**src/rtl/mrw_pkg.sv**
```systemverilog
// shared types and constants for the miller-rabin witness test
package mrw_pkg;
  localparam int unsigned WIDTH_DEF = 64;
  localparam int unsigned FIELD_W   = 64;

  typedef enum logic [3:0] {
    ST_IDLE,
    ST_REDUCE,
    ST_SPLIT,
    ST_POW_MUL,
    ST_POW_SQR,
    ST_POW_NEXT,
    ST_CHECK,
    ST_SQR,
    ST_SQR_CHECK,
    ST_DONE
  } mrw_state_t;

  typedef struct packed {
    logic start;
    logic busy;
    logic done;
  } mrw_mul_ctl_t;
endpackage

```
**src/rtl/mrw_mulmod.sv**
```systemverilog
// bit-serial shift-add modular multiplier
module mrw_mulmod #(
  parameter int unsigned WIDTH = mrw_pkg::WIDTH_DEF
) (
  input  logic               clk,
  input  logic               rst_n,
  input  logic               start,
  input  logic [WIDTH-1:0]   x,
  input  logic [WIDTH-1:0]   y,
  input  logic [WIDTH-1:0]   m,
  output logic [WIDTH-1:0]   prod,
  output mrw_pkg::mrw_mul_ctl_t ctl
);
  import mrw_pkg::*;

  logic [WIDTH-1:0] x_r, y_r, acc_r;
  logic             busy_r, done_r;
  logic [WIDTH:0]   acc_sum, x_dbl, acc_red, x_red;

  assign acc_sum = {1'b0, acc_r} + {1'b0, x_r};
  assign acc_red = (acc_sum >= {1'b0, m}) ? acc_sum - {1'b0, m} : acc_sum;
  assign x_dbl   = {x_r, 1'b0};
  assign x_red   = (x_dbl >= {1'b0, m}) ? x_dbl - {1'b0, m} : x_dbl;

  always_ff @(posedge clk) begin
    if (!rst_n) begin
      busy_r <= 1'b0;
      done_r <= 1'b0;
    end else begin
      done_r <= 1'b0;
      if (start && !busy_r) begin
        busy_r <= 1'b1;
        x_r    <= x;
        y_r    <= y;
        acc_r  <= '0;
      end else if (busy_r) begin
        if (y_r == '0) begin
          busy_r <= 1'b0;
          done_r <= 1'b1;
        end else begin
          if (y_r[0]) acc_r <= acc_red[WIDTH-1:0];
          x_r <= x_red[WIDTH-1:0];
          y_r <= y_r >> 1;
        end
      end
    end
  end

  assign prod      = acc_r;
  assign ctl.start = start;
  assign ctl.busy  = busy_r;
  assign ctl.done  = done_r;
endmodule
```
**config.mk**
```make
export PLATFORM = sky130hd
export DESIGN_NAME = mrw_mulmod
export DESIGN_NICKNAME = d
export VERILOG_FILES = /design/src/rtl/mrw_pkg.sv /design/src/rtl/mrw_mulmod.sv
export SDC_FILE = /design/constraint.sdc
export NUM_CORES = 1
export LEC_CHECK = 0
export BUFFER_PORTS_ARGS = -buffer_cell sky130_fd_sc_hd__buf_4
export CELL_PAD_IN_SITES_DETAIL_PLACEMENT = 0
export CELL_PAD_IN_SITES_GLOBAL_PLACEMENT = 1
export CORE_ASPECT_RATIO = 1.25
export CORE_MARGIN = 10
export CORE_UTILIZATION = 48
export CTS_BUF_LIST = sky130_fd_sc_hd__clkbuf_16
export DETAILED_ROUTE_END_ITERATION = 6
export PLACE_DENSITY_LB_ADDON = 0.1
export SLEW_MARGIN = 20
export SYNTH_ARGS = -nofsm -noshare
export SYNTH_HDL_FRONTEND = slang
export SYNTH_SLANG_ARGS = --single-unit
```
**constraint.sdc**
```tcl
create_clock -name clk -period 11.55 [get_ports clk]
set_input_delay 2.31 -clock clk [delete_from_list [all_inputs] [get_ports clk]]
set_output_delay 2.31 -clock clk [all_outputs]
set_load 0.02 [all_outputs]
```
==> flow_summary.ini <==
[run_status]
status = completed

[grt]
track_usage = 0.2908
grt_pass1_vias = 20210
grt_overflow = 0
antenna_found_initial = 1
grt_pass1_wl_microns = 115600
grt_max_degree = 105

[power]
p_sw_frac = 0.5384
p_leak_nw = 10.26
seqPwrFrac = 0.153
p_sw_w = 0.004729
powerDensity_nw_per_um2 = 379.7
p_int_w = 0.004054
pwr-share-comb = 0.769
peakVddDrop_mv = 0.3393
power_frac_clock = 0.078

[floorplanning]
die_h_microns = 249.4
io_pins = 262
core_sq_um = 41830
die_width_microns = 203.5
row_count = 84
initial_core_util = 0.4830
dieArea_sq_um = 50750

[final_layout]
multi_input_area_sq_um = 13470
final_common_cell = nand2_1
drive_gt1_frac = 0.1197
mostFrequentLayoutCells = nand2_1 (528), a21oi_1 (294), buf_4 (274)
seqCellArea_sq_um = 5806
fill_cells = 4162
finalNetCount = 3160
syn2layout_area_growth_pct = 14.47

[synth]
synth_nets = 2992
dominantRegCellSynth = edfxtp_1
syn_area_sq_um = 20200
synth_cell_types = 80
avgSynthCellArea_sq_um = 7.764
ys_ff_latch = 194
ys_async_sr_fraction = 0
synth_edf_count = 192
synthCells = 2602
ys_seq_area_frac = 0.2874
yosysWarnings = 0

[critical_path]
path_cells = ha_1 > and3_1 > nand4_1 > or4_1 > a21oi_1 > nor2_1 > o21a_1 > o21a_1 > o21ai_0 > xnor2_1 > ha_1 > nand4_1 > nor4_1 > a32oi_1 > nand2_1 > a21oi_1 > a21oi_2 > o21ai_4 > o2111ai_1 > a21o_2 > buf_4 > nor2_1 > a2bb2o_1
critPathKind = reg2reg
cp_slowest_cell = buf_4
start_kind = register
arrival_ps = 7500
cp_top_family = compound AO/OA/AOI/OAI gates
reg2reg_slack_ps = 4300
slowest_delay_ps = 560
cp_max_fo = 65
end_kind = register
r2r_end = prod[61]
cp_data_required_time_ps = 11800
timing.rr.start = x_r[14]
path_buf_inv = 1
worstRegToRegCells = 23

[timing]
finClkSkew_ps = 17.70
setup_violations = 0
fmax_mhz = 137.8
post-route-min-period_ps = 7255
maxSlewHeadroom = 0.3025
drv_slew = 0
hold_viol_final = 0
fin_tns_setup_ps = 0
tightest_slew_ps = 1046
min_period_over_period = 0.6281
finalWorstSetupSlack_ps = 4295
rsz0062_at_grt = no

[clock_network]
cts_htree_levels = 4
clock-sinks = 194
cts_buffer_depth = 2
cts_resized = 0
cts_setup_buffers = 0
clk_pin_slew_ps = 100
cts_hold_buf = 0
insertion_delay_ps = 500
cts_tree = yes
cts_root_buffer = clkbuf_16
numCtsBuffers = 17

[placed_design]
gp_congestion = 1.035
pre_cts_slack_ps = 4458
io_buffer_count = 261
hpwl_microns = 61040

[drt]
drt-pass1-iter-count = 6
drtAntennaViolNets = 0
drtIter0Drc = 1455
vias = 20350
viasPerCell = 6.088
wl_per_cell_microns = 22.77
drc = 0
wl_microns = 76110

[run]
drv_cap = 0

[worst_hold_path]
min_from = y_r[41]
min_path_cells = 2
hold_end = y_r[40]
min_path_type = reg2reg
registers in the layout, summed over array words and instances, names as in the netlist:
name,count
busy_r,1
x_r,64
y_r,64
done_r,1
prod,64
synthesized netlist by cell type, types with 7 or more instances:
cell type,count,area (sq um)
nor2b_1,21,131.4
o211ai_1,15,112.6
nand2_1,528,1982
edfxtp_1,192,5766
o31ai_1,16,120.1
o21ai_0,130,650.6
nand3_1,47,235.2
or3_1,14,87.58
o21a_1,25,187.7
nor2_1,166,623.1
and3_1,27,168.9
a31oi_1,65,406.6
ha_1,192,2402
or2_2,7,43.79
inv_1,117,439.2
nand4_1,57,356.6
nor4_1,35,219.0
nor3_1,28,140.1
a211oi_1,30,225.2
o21bai_1,41,307.8
a21o_1,112,840.8
and4_1,7,61.31
clkbuf_1,97,364.1
a21oi_1,294,1471
nand2b_1,19,118.9
a21boi_0,8,60.06
and2_1,10,62.56
buf_2,20,100.1
xnor2_1,101,884.6
xor2_1,70,613.1
per-layer routing:
| metal | vias to the layer above | GRT usage | share of wire |
|---|---|---|---|
| met5 | - | 0 | 0 |
| met4 | 0 | 0.1753 | 0.061 |
| met3 | 192 | 0.04238 | 0.055 |
| met2 | 768 | 0.5105 | 0.50 |
| met1 | 9599 | 0.3260 | 0.39 |
| li1 | 9794 | - | - |
tightest hold or removal path: cells and delay by family (launching register included):
kind             cells  cell delay [ps]
DFF                  1              350
and+or+nand+nor      2              100
metrics by stage:
| stage | hold slack [ps] | power (W) | instance area (sq um) | cells | utilization |
|---|---|---|---|---|---|
| 4_1_cts | 562.6 | 0.008717 | 23120 | 3342 | 0.5528 |
| 5_1_grt | 576.2 | 0.009518 | 23120 | 3342 | 0.5528 |
| 2_1_floorplan | 495.7 | 0.006250 | 20200 | 2602 | - |
| 6_report | 557.1 | 0.008782 | 23130 | 3343 | 0.5529 |
| 3_3_place_gp | 526.2 | 0.007990 | 22470 | 3310 | 0.5373 |
| 3_5_place_dp | 534.3 | 0.007996 | 22470 | 3310 | 0.5373 |
cell type report:
| type | instances | share of cell area |
|---|---|---|
| Multi-Input combinational cell | 2166 | 0.5826 |
| Timing Repair Buffer | 274 | 0.08894 |
| Inverter | 117 | 0.01899 |
| Clock buffer | 17 | 0.01839 |
| Clock inverter | 15 | 0.009738 |
| Antenna cell | 1 | 0.0001082 |
| Sequential cell | 194 | 0.2510 |
| Tap cell | 559 | 0.03024 |
logic make-up (layout without fill, tap and decap cells):
logic type                 count (synthesis)  in the layout  share of synthesized area
AOI/OAI and AO/OA                        812            812                     0.2498
xor gates and xnor gates                 171            171                    0.07413
adders and majority gates                195            195                     0.1219
buffers and inverters                    242            423                    0.04806
DFF                                      194            194                     0.2874
muxes                                      2              2                  0.0009909
other                                      0              1                          0
and+or+nand+nor                          986            986                     0.2178
power by group through the flow:
stage               Sequential (W)  Combinational [W]  Clock [W]
floorplan                  0.00140            0.00485          0
finish                     0.00134            0.00676   0.000686
detailed placement         0.00135            0.00665          0
global placement           0.00135            0.00664          0
global route               0.00135            0.00745   0.000712
CTS                        0.00134            0.00669   0.000692
how the worst max path moves through the flow:
stage                        start  endpoint  cells after the start  slack, ps
final                      x_r[14]  prod[61]                     23       4300
after floorplan              start    x_r[0]                      4       5510
after detailed placement  prod[14]  prod[61]                     23       4460
after global placement    prod[14]  prod[61]                     23       4460
after CTS                  x_r[14]  prod[61]                     23       4410
after global routing       x_r[14]  prod[56]                     23       3840
Power figures use the tool's default switching activity.
